===== config.mk =====
export PLATFORM = sky130hd
export DESIGN_NAME = aos_div
export DESIGN_NICKNAME = d
export VERILOG_FILES = /design/src/hdl/aos_pkg.sv /design/src/hdl/aos_div.sv
export SDC_FILE = /design/constraint.sdc
export NUM_CORES = 1
export LEC_CHECK = 0
export ABC_CLOCK_PERIOD_IN_PS = 3470
export BUFFER_PORTS_ARGS = -buffer_cell sky130_fd_sc_hd__buf_2
export CAP_MARGIN = 20
export CORE_ASPECT_RATIO = 1.2
export CORE_MARGIN = 2
export CORE_UTILIZATION = 55
export CTS_CLUSTER_DIAMETER = 50
export DETAILED_ROUTE_END_ITERATION = 10
export MAX_ROUTING_LAYER = met4
export PLACE_DENSITY = 0.78
export REMOVE_ABC_BUFFERS = 1
export SETUP_SLACK_MARGIN = 0.4
export SKIP_LAST_GASP = 1
export SYNTH_ARGS = -nofsm -noshare
export SYNTH_HDL_FRONTEND = slang
export SYNTH_SLANG_ARGS = --single-unit
export TNS_END_PERCENT = 100

===== constraint.sdc =====
create_clock -name clk_i -period 3.47 [get_ports clk_i]
set_clock_uncertainty 0.05 [all_clocks]
set_input_delay 0.347 -clock clk_i [delete_from_list [all_inputs] [get_ports clk_i]]
set_output_delay 0.347 -clock clk_i [all_outputs]
set_load 0.01 [all_outputs]

===== src/hdl/aos_pkg.sv =====
// package for the adaptive operator selector
// holds sizes, command codes and the status struct between sequencer and divider
package aos_pkg;
  localparam int unsigned RemovalOps   = 4;
  localparam int unsigned InsertionOps = 3;
  localparam int unsigned NoiseOps     = 2;
  localparam int unsigned TotalOps     = RemovalOps + NoiseOps + InsertionOps;
  localparam int unsigned NoiseBase    = RemovalOps;
  localparam int unsigned InsBase      = RemovalOps + NoiseOps;
  localparam int unsigned SlotW        = $clog2(TotalOps);
  localparam int unsigned WeightW      = 24;
  localparam int unsigned SumW         = 32;
  localparam int unsigned CountW       = 16;
  localparam int unsigned FracW        = 16;
  localparam logic [15:0] RfReset      = 16'd6554;
  localparam logic [WeightW-1:0] WOne  = 24'd65536;

  typedef enum logic [1:0] {
    CMD_SELECT = 2'd0,
    CMD_REWARD = 2'd1,
    CMD_SEGEND = 2'd2,
    CMD_NONE   = 2'd3
  } cmd_e;

  typedef struct packed {
    logic start;
    logic busy;
    logic done;
  } div_ctl_t;
endpackage


===== src/hdl/aos_div.sv =====
// shared restoring divider: 40-bit dividend by 16-bit divisor, one bit a cycle
// depends on aos_pkg
module aos_div (
  input  logic                   clk_i,
  input  logic                   rst_ni,
  input  logic                   start_i,
  input  logic [39:0]            dividend_i,
  input  logic [15:0]            divisor_i,
  output aos_pkg::div_ctl_t      ctl_o,
  output logic [39:0]            quot_o
);
  import aos_pkg::*;
  logic [5:0]  cnt_q, cnt_d;
  logic        busy_q, busy_d, done_q, done_d;
  logic [39:0] quo_q, quo_d;
  logic [16:0] rem_q, rem_d, trial;
  logic [15:0] dvs_q, dvs_d;

  always_comb begin
    cnt_d  = cnt_q;
    busy_d = busy_q;
    done_d = 1'b0;
    quo_d  = quo_q;
    rem_d  = rem_q;
    dvs_d  = dvs_q;
    trial  = {rem_q[15:0], quo_q[39]};
    if (start_i) begin
      quo_d  = dividend_i;
      rem_d  = '0;
      dvs_d  = divisor_i;
      cnt_d  = 6'd40;
      busy_d = 1'b1;
    end else if (busy_q) begin
      if (trial >= {1'b0, dvs_q}) begin
        rem_d = trial - {1'b0, dvs_q};
        quo_d = {quo_q[38:0], 1'b1};
      end else begin
        rem_d = trial;
        quo_d = {quo_q[38:0], 1'b0};
      end
      cnt_d = cnt_q - 6'd1;
      if (cnt_q == 6'd1) begin
        busy_d = 1'b0;
        done_d = 1'b1;
      end
    end
  end

  always_ff @(posedge clk_i or negedge rst_ni) begin
    if (!rst_ni) begin
      cnt_q  <= '0;
      busy_q <= 1'b0;
      done_q <= 1'b0;
    end else begin
      cnt_q  <= cnt_d;
      busy_q <= busy_d;
      done_q <= done_d;
    end
  end

  always_ff @(posedge clk_i) begin
    quo_q <= quo_d;
    rem_q <= rem_d;
    dvs_q <= dvs_d;
  end

  assign ctl_o  = '{start: start_i, busy: busy_q, done: done_q};
  assign quot_o = quo_q;
endmodule


# --- After elaboration in Yosys (flattened, before gate mapping) ---
# Cells that the tools add are included.
classes:
  add_sub_neg: 2
  n_lt_le_gt_ge: 1
  n_eq_ne: 1
  muxes: 12
  reduce_logical: 1
op_table:
  columns: ["cell", "n"]
  rows:
  - ["40-bit two-way mux", 2]
  - ["17-bit by 16-bit greater-or-equal comparator with 1-bit output", 1]
  - ["16-bit two-way mux", 1]
  - ["16-bit subtractor", 1]
  - ["6-bit two-way mux", 2]
  - ["1-bit two-way mux", 7]
  - ["6-bit by 1-bit equality test with 1-bit output, second input constant", 1]
  - ["6-bit by 1-bit subtractor with 6-bit output, second input constant", 1]
  - ["2-bit nonzero test", 1]
word_totals:
  register_bits: 80
  output_inout_bits: 43
  inputBits: 59
  elab_cells: 23

# --- Logic depth before layout (Yosys ltp) ---
# Gate-level depths: netlist of run 1.
depth:
  depth_word: 4
  ltp_mapped: 10
  mapped_depth_nobuf: 9

# --- Worst setup path before layout of run 1 ---
# OpenSTA, ideal clock, no wires.
synth_path:
  path_type: "reg-to-reg"
  from: "register quo_q[39] (netlist: quot_o[39])"
  to: "register rem_q[15]"
  required_ns: 3.292
  slack_ns: 1.220
  t_arrival_ns: 2.072
  stages_incl_launch_ff: 10
  cell_sequence: "edfxtp_1 > inv_1 > ha_1 > nand2b_1 > a21o_1 > a21o_1 > a2111o_1 > buf_2 > a41oi_2 > o31ai_1"
synth_between:
  elab_chain_len: 2
  word_cells_on_any_way: 3
synth_rtl:
  columns: ["item", "line_no", "source"]
  rows:
  - ["start, declared", "aos_div.sv:15", "logic [39:0] quo_q, quo_d;"]
  - ["start signal, assigned", "aos_div.sv:62", "quo_q <= quo_d;"]
  - ["16-bit subtractor / 17-bit by 16-bit greater-or-equal comparator with 1-bit output (equally long branches)", "aos_div.sv:35, aos_div.sv:34", null]
  - ["16-bit two-way mux (*)", "aos_div.sv:34", "if (trial >= {1'b0, dvs_q}) begin"]
  - ["end signal, assigned", "aos_div.sv:63", "rem_q <= rem_d;"]
  - ["end, declared", "aos_div.sv:16", "logic [16:0] rem_q, rem_d, trial;"]
# Mark *: on every way between the ends. The rest lies on a longest branch, timed or not.
# A chain may end at the register's enable or synchronous reset.

# --- Final worst setup path of run 1 ---
layout_path:
  from: "register dvs_q[6]"
  to: "register quo_q[0] (netlist: quot_o[0]), data pin"
layout_between:
  elab_chain_len: 4
layout_rtl:
  columns: ["item", "line_no", "source"]
  rows:
  - ["start, declared", "aos_div.sv:17", "logic [15:0] dvs_q, dvs_d;"]
  - ["start signal, assigned", "aos_div.sv:64", "dvs_q <= dvs_d;"]
  - ["17-bit by 16-bit greater-or-equal comparator with 1-bit output", "aos_div.sv:34", null]
  - ["1-bit two-way mux", "aos_div.sv:34", null]
  - ["40-bit two-way mux", "aos_div.sv:33", "end else if (busy_q) begin"]
  - ["40-bit two-way mux", "aos_div.sv:27", "if (start_i) begin"]
  - ["net quo_d[0]", "aos_div.sv:15", null]
# The timed path passes the listed nets, and every way through them passes these cells. The select of a mux whose other input is x is not followed.

==> reports/results.md, run 1 <==
* via count of the first global-routing pass: 3,288
* share of synthesized area spent on multiplexers: 0.108
* required time of the worst setup path: 3.54 ns
* worst setup path endpoint: quot_o[0]$_DFFE_PP_
* Pre-Repair DR Iteration Count: 4
* number of violations of the max-capacitance limit: 0
* HP Class: in -> reg
* number of remaining DRC errors: 0
* number of fill cells: 607
* portion of the post-synthesis area used by sequential elements: 0.504
* Starting DRT DRC Count: 189
* complex-gate fraction of the synthesized area: 0.137
* clock-pin slew on the worst setup and hold paths: 0.09 ns
* deepest clock path buffer count: 2
* final std cell area, no fill: 0.00516 sq mm
* post-synthesis xor/xnor area fraction: 0.0180
* overall routed net length: 9430 um
* Num CTS Buffers: 9
* Post-synth EDFFs: 56
* buffer type at the clock tree root: sky130_fd_sc_hd__clkbuf_8
* average wire per cell in the routed design: 16.1 um
* transition time at the pin with the least slew margin: 0.683 ns
* number of instances in the synthesized netlist: 391
* simple-gate share of the synthesized area: 0.128
* final setup TNS: 0 ns
* mean cell area of the mapped netlist: 11.2 sq um
* outcome: finished, final reports clean
* number of warning messages in the yosys log: 0
* worst slack, placed: 0.667 ns
* # nets final: 565
* weighted congestion at the end of routability-driven global placement: 0.948
* horizontal die dimension: 85.4 um
* top_reg_cell synth: sky130_fd_sc_hd__edfxtp_1
* cell repeated most along the worst path: sky130_fd_sc_hd__a21oi_1
* Skew-Pair Late Insertion Delay: 0.36 ns
* drt via density: 5.73
* maximum clock rate: 380 MHz
* arrival time at the worst endpoint: 2.70 ns
* clock tree from TritonCTS: done
* slack of the critical path: 0.841 ns
* worst supply voltage drop on vdd: 0.422 mV
* Slew HR: 0.543
* type of the worst setup path: reg -> reg
* LEAKAGE: 2.20 nW
* DIE HEIGHT: 102 um
* total gr overflow: 0
* Synth async-reset ratio: 0.100
* I/O pins: 102
* std cell rows: 35
* adder-cell share of the synthesized area: 0.0561
* worst setup path startpoint: dvs_q[6]$_DFFE_PP_
* die outline area: 0.00868 sq mm
* starting utilization of the core area: 0.567
* Worst Setup End Kind: register
* antenna violations before repair: 0
* Final Hold Vio Count: 0
* global-route wire length before repair: 15,300 um
* largest net degree at the start of global routing: 47
* Syn-to-layout area delta: 18.0%
* ANT cells: 0
* Clock Sinks: 80
* Seq cells post-synth: 80
* post-synth cell types: 55
* worst-path cell with the longest stage delay: sky130_fd_sc_hd__a2111o_2
* crit start category: register
* global router's overall resource usage: 0.232
* terminus of the critical flop-to-flop path: quot_o[0]$_DFFE_PP_
* origin of the critical flop-to-flop path: dvs_q[6]$_DFFE_PP_
* dominant combinational cell family by area after synthesis: compound AO/OA/AOI/OAI gates
* count of final max-slew check failures: 0
* worst hold slack after final layout: 0.106 ns
* detailed-route via count: 3,347
* share of final-layout standard cells stronger than drive strength 1: 0.339
* register-to-register path setup slack: 0.84 ns
* post-synthesis instance area: 0.00437 sq mm
* Detailed Place HPWL: 6810 um
* RSZ-0062 raised after global routing: no
* placed cell areas: 0.00493 sq mm
* min Tclk post-route: 2.63 ns
* FF-to-FF path depth: 8
* Cell Pwr Density: 651 mW/mm^2
* maximum level of the CTS H-tree: 3
* crit share post-route: 0.758
* # port buffers: 101
* final setup fails: 0
* cells along the critical path: inv_1, ha_1, a21oi_1, o21ai_1, a21oi_1, a2111o_2, nand2_1, mux2_2
* Antenna Nets Post-Route: 0
* critical path fanouts, max: 14
* CP max stage delay: 0.40 ns
* total core area: 0.00771 sq mm
[layout by cell type, fill, tap and decap left out, drive strengths merged, types with 9 or more instances in the layout]
cell type	count
nand2	22
o21ai	9
mux2	40
nand4	12
nor2	29
dfxtp	16
nand2b	10
inv	28
edfxtp	56
clkbuf	10
buf	108
ha	18
a21oi	16
o211ai	9
[Yosys cell counts, types with 9 or more instances]
cell type                  instances  area share
sky130_fd_sc_hd__nand2_1          22       0.019
sky130_fd_sc_hd__edfxtp_1         56        0.38
sky130_fd_sc_hd__inv_1            26       0.022
sky130_fd_sc_hd__ha_1             18       0.052
sky130_fd_sc_hd__nor2_1           29       0.025
sky130_fd_sc_hd__o211ai_1          9       0.015
sky130_fd_sc_hd__nand2b_1         10       0.014
sky130_fd_sc_hd__dfxtp_1          16       0.073
sky130_fd_sc_hd__a21oi_1          16       0.018
sky130_fd_sc_hd__clkbuf_1         12       0.010
sky130_fd_sc_hd__mux2_2           40        0.10
sky130_fd_sc_hd__nand4_1          12       0.017
[worst max-delay path, delay by kind of cell (launching register included)]
kind	cells	cell delay, ns
AND/OR/NAND/NOR	1	0.20
multiplexers	1	0.29
buffers and inverters	1	0.04
adder cells (fa/ha/maj)	1	0.37
flip-flops	1	0.33
AO/OA/AOI/OAI	4	1.10
[power by group]
group | switching [mW] | total (mW) | internal, mW | leakage, nW
combinational | 0.723 | 1.27 | 0.549 | 1.28
clock | 0.361 | 0.770 | 0.409 | 0.107
sequential | 0.120 | 1.32 | 1.20 | 0.805
[logic make-up (layout without fill, tap and decap cells)]
| logic type | after synthesis | after routing |
|---|---|---|
| and+or+nand+nor | 110 | 110 |
| AOI/OAI and AO/OA | 81 | 81 |
| DFF | 80 | 80 |
| buffers and inverters | 50 | 151 |
| muxes | 42 | 42 |
| adders and majority gates | 19 | 19 |
| xor gates and xnor gates | 9 | 9 |
[flip-flops by register name, summed over array words and instances, names as in the netlist]
signal and flops:
cnt_q 6, done_q 1, quot_o 40, busy_q 1
dvs_q 16, rem_q 16
[cell type report]
cell class                 count  area, sq um  share of cell area
clock buffer                  10          128              0.0247
multi-input combinational    261         1960               0.379
inverter                      26         97.6              0.0189
tap                           92          115              0.0223
sequential                    80         2200               0.427
clock inverter                 6         90.1              0.0175
timing repair buffer         109          568               0.110
[per-stage QoR]
| step | power, mW | util | instances |
|---|---|---|---|
| 6_report | 3.36 | 0.669 | 584 |
| 4_1_cts | 3.36 | 0.669 | 584 |
| 3_5_place_dp | 2.59 | 0.639 | 567 |
| 3_3_place_gp | 2.55 | 0.639 | 567 |
| 2_1_floorplan | 2.21 | - | 367 |
| 5_1_grt | 3.56 | 0.669 | 584 |
[worst min path at each step]
stage,start,end,slack (ns),cells past startpoint
2_1_floorplan,rst_ni,busy_q$_DFF_PN0_,0.001,0
3_3_place_gp,rst_ni,busy_q$_DFF_PN0_,0.15,1
3_5_place_dp,rst_ni,done_q$_DFF_PN0_,0.15,1
4_1_cts,divisor_i[14],dvs_q[14]$_DFFE_PP_,0.09,1
5_1_grt,divisor_i[13],dvs_q[13]$_DFFE_PP_,0.09,1
6_report,divisor_i[13],dvs_q[13]$_DFFE_PP_,0.11,1
[per-layer routing]
metal / vias to the layer above / share of wire / track usage
met2: 116 / 0.47 / 0.358
met4: 0 / 0.020 / 0.0952
met3: 20 / 0.063 / 0.0505
met1: 1554 / 0.45 / 0.299
li1: 1657 / - / -
met5: - / 0 / -
[timing repair]
action                                  4_1_cts  5_1_grt
resized for setup                             0        1
endpoints found under the hold margin         8        0
buffers inserted                              0        0
endpoints found under the setup margin        0        1
hold buffers                                  1        0
(Power assumes the default switching activity.)
==> run 2: changes to the inputs <==
- ABC_CLOCK_PERIOD_IN_PS: 3470 -> 2760
- CORE_UTILIZATION: 55 -> 54
- PLACE_DENSITY: 0.78 -> 0.77
- clock period: 3.47 -> 2.76 ns (I/O delays scaled with it)
==> run 2 against run 1 <==
- critical path type unchanged
- critical endpoint is now rem_q[10]$_SDFFE_PP0P_
- final cell count is 3.6% higher
- via count is 6.1% higher
- register-to-register slack worse by 0.40 ns
- count of clock-buffer cells in the layout stayed put
- design area is 7.5% higher
- critical path depth is 1 higher
- first-iteration DRC count is 15% higher
- non-clock buffer count is 21 higher
==> reports/results.md, run 2 (synthesized netlist as in run 1, its figures left out) <==
* FF-to-FF path depth: 9, was 8
* ANT cells: 0, unchanged
* worst hold slack after final layout: 0.0421 ns, was 0.106 ns
* DIE HEIGHT: 103 um, was 102 um
* drt via density: 5.87, was 5.73
* cell-internal power: 2.99 mW, was 2.15 mW
* weighted congestion at the end of routability-driven global placement: 0.915, was 0.948
* Num CTS Buffers: 9, unchanged
* terminus of the critical flop-to-flop path: rem_q[10]$_SDFFE_PP0P_, was quot_o[0]$_DFFE_PP_
* antenna violations before repair: 0, unchanged
* deepest clock path buffer count: 2, unchanged
* outcome: finished, final reports clean, unchanged
* origin of the critical flop-to-flop path: dvs_q[2]$_DFFE_PP_, was dvs_q[6]$_DFFE_PP_
* family with the most delay on the worst path: compound AO/OA/AOI/OAI gates, unchanged
* LEAKAGE: 2.32 nW, was 2.20 nW
* HP Class: in -> reg, unchanged
* global-route wire length before repair: 16,900 um, was 15,300 um
* # nets final: 586, was 565
* register-to-register path setup slack: 0.44 ns, was 0.84 ns
* Antenna Nets Post-Route: 0, unchanged
* net switching component of the power: 1.64 mW, was 1.20 mW
* maximum level of the CTS H-tree: 3, unchanged
* std cell rows: 35, unchanged
* horizontal die dimension: 86.1 um, was 85.4 um
* min Tclk post-route: 2.32 ns, was 2.63 ns
* Skew-Pair Late Insertion Delay: 0.35 ns, was 0.36 ns
* arrival time at the worst endpoint: 2.52 ns, was 2.70 ns
* average wire per cell in the routed design: 17.4 um, was 16.1 um
* number of remaining DRC errors: 0, unchanged
* global router's overall resource usage: 0.250, was 0.232
* number of violations of the max-capacitance limit: 0, unchanged
* largest net degree at the start of global routing: 38, was 47
* detailed-route via count: 3,551, was 3,347
* worst supply voltage drop on vdd: 0.472 mV, was 0.422 mV
* Worst Setup End Kind: register, unchanged
* buffer type at the clock tree root: sky130_fd_sc_hd__clkbuf_8, unchanged
* crit start category: register, unchanged
* critical hold path startpoint: divisor_i[3], was divisor_i[13]
* proportion of total power due to net switching: 0.355, was 0.358
* Final Hold Vio Count: 0, unchanged
* number of gates on the worst path with buffers counted: 9, was 8
* required time of the worst setup path: 2.96 ns, was 3.54 ns
* share of the core filled with cells: 0.715, was 0.669
* die outline area: 0.00883 sq mm, was 0.00868 sq mm
* Detailed Place HPWL: 7260 um, was 6810 um
* Starting DRT DRC Count: 217, was 189
* overall routed net length: 10,500 um, was 9430 um
* Pre-Repair DR Iteration Count: 5, was 4
* # port buffers: 101, unchanged
* final setup TNS: 0 ns, unchanged
* worst hold path cell count: 1, unchanged
* critical path fanouts, max: 7, was 14
* number of fill cells: 559, was 607
* Reg area: 0.00220 sq mm, unchanged
* CP max stage delay: 0.43 ns, was 0.40 ns
* final setup fails: 0, unchanged
* Syn-to-layout area delta: 26.9%, was 18.0%
* Slew HR: 0.550, was 0.543
* cells along the critical path: inv_1, ha_4, o211ai_1, a21o_1, a21o_1, a2111oi_4, buf_4, o22ai_1, a311oi_1, was inv_1, ha_1, a21oi_1, o21ai_1, a21oi_1, a2111o_2, nand2_1, mux2_2
* via count of the first global-routing pass: 3,542, was 3,288
* most common cell after layout, fill and taps aside: sky130_fd_sc_hd__buf_2, unchanged
* count of final max-slew check failures: 0, unchanged
* Cell Pwr Density: 835 mW/mm^2, was 651 mW/mm^2
* share of final-layout standard cells stronger than drive strength 1: 0.409, was 0.339
* buffering stage count on the worst path with inverters included: 2, was 1
* type of the worst setup path: reg -> reg, unchanged
* total core area: 0.00775 sq mm, was 0.00771 sq mm
* starting utilization of the core area: 0.564, was 0.567
* clock share of power: 0.230, was 0.229
* transition time at the pin with the least slew margin: 0.666 ns, was 0.683 ns
* most frequent cells in the layout: 101 x sky130_fd_sc_hd__buf_2, 56 x sky130_fd_sc_hd__edfxtp_1, 40 x sky130_fd_sc_hd__mux2_2, 28 x sky130_fd_sc_hd__nor2_1, was 101 x sky130_fd_sc_hd__buf_2, 56 x sky130_fd_sc_hd__edfxtp_1, 40 x sky130_fd_sc_hd__mux2_2, 29 x sky130_fd_sc_hd__nor2_1, 26 x sky130_fd_sc_hd__inv_1
* Clock Sinks: 80, unchanged
* clock-pin slew on the worst setup and hold paths: 0.10 ns, was 0.09 ns
* maximum clock rate: 431 MHz, was 380 MHz
* RSZ-0062 raised after global routing: yes, was no
* crit share post-route: 0.841, was 0.758
* combined area of the multi-input logic cells: 0.00213 sq mm, was 0.00196 sq mm
* worst-path cell with the longest stage delay: sky130_fd_sc_hd__a2111oi_4, was sky130_fd_sc_hd__a2111o_2
* Largest register FFs: 40, unchanged
* share of total power in combinational logic: 0.408, was 0.379
* total gr overflow: 0, unchanged
* sink of the worst hold path: dvs_q[3]$_DFFE_PP_, was dvs_q[13]$_DFFE_PP_
* I/O pins: 102, unchanged
* relative contribution of sequential cells to total power: 0.362, was 0.392
* clock tree from TritonCTS: done, unchanged
* cell repeated most along the worst path: sky130_fd_sc_hd__a21o_1, was sky130_fd_sc_hd__a21oi_1
==> run 2: area by class of cell <==
type                            instances  share of cell area
Clock buffer                           10              0.0230
Clock inverter                          6              0.0210
Inverter                               26              0.0176
Multi-Input combinational cell        261               0.384
Sequential cell                        80               0.397
Tap cell                               92              0.0208
Timing Repair Buffer                  130               0.136
==> run 2: worst max path at each step <==
| stage | from | end | slack [ns] |
|---|---|---|---|
| after global placement | dvs_q[6]$_DFFE_PP_ | rem_q[5]$_SDFFE_PP0P_ | 0.27 |
| after detailed placement | dvs_q[6]$_DFFE_PP_ | rem_q[5]$_SDFFE_PP0P_ | 0.11 |
| after global routing | dvs_q[3]$_DFFE_PP_ | rem_q[9]$_SDFFE_PP0P_ | 0.33 |
| after CTS | quot_o[39]$_DFFE_PP_ | rem_q[5]$_SDFFE_PP0P_ | 0.37 |
| after floorplan | dvs_q[4]$_DFFE_PP_ | quot_o[0]$_DFFE_PP_ | 0.39 |
| final | dvs_q[2]$_DFFE_PP_ | rem_q[10]$_SDFFE_PP0P_ | 0.44 |
==> run 2: per-layer routing <==
metal,part of all wire,track usage,up-vias
met2,0.51,0.411,125
met3,0.062,0.0592,14
met4,0.014,0.0708,0
met1,0.41,0.311,1718
met5,0,-,-
li1,-,-,1694
==> run 2: metrics by stage <==
step                cell area, sq um  std cells  total power, mW  setup slack (ns)
floorplan                       4260        367             2.78             0.386
global placement                5020        576             3.28             0.270
detailed placement              5020        576             3.31             0.106
CTS                             5380        597             4.47             0.375
global route                    5550        605             4.89             0.334
finish                          5550        605             4.63             0.438
==> run 2: power groups by stage <==
stage | Sequential (mW) | Clock, mW | Combinational, mW
after global routing | 1.70 | 1.12 | 2.07
after detailed placement | 1.67 | 0 | 1.64
after floorplan | 1.68 | 0 | 1.10
final | 1.68 | 1.07 | 1.89
after global placement | 1.67 | 0 | 1.61
after CTS | 1.66 | 1.08 | 1.73
==> run 2: timing repair <==
action | CTS | global route
hold buffers | 1 | 0
setup endpoints to repair | 16 | 17
pin swaps | 1 | 12
buffers inserted | 4 | 8
hold endpoints to repair | 8 | 0
gates resized for setup | 14 | 17
gates cloned | 0 | 0
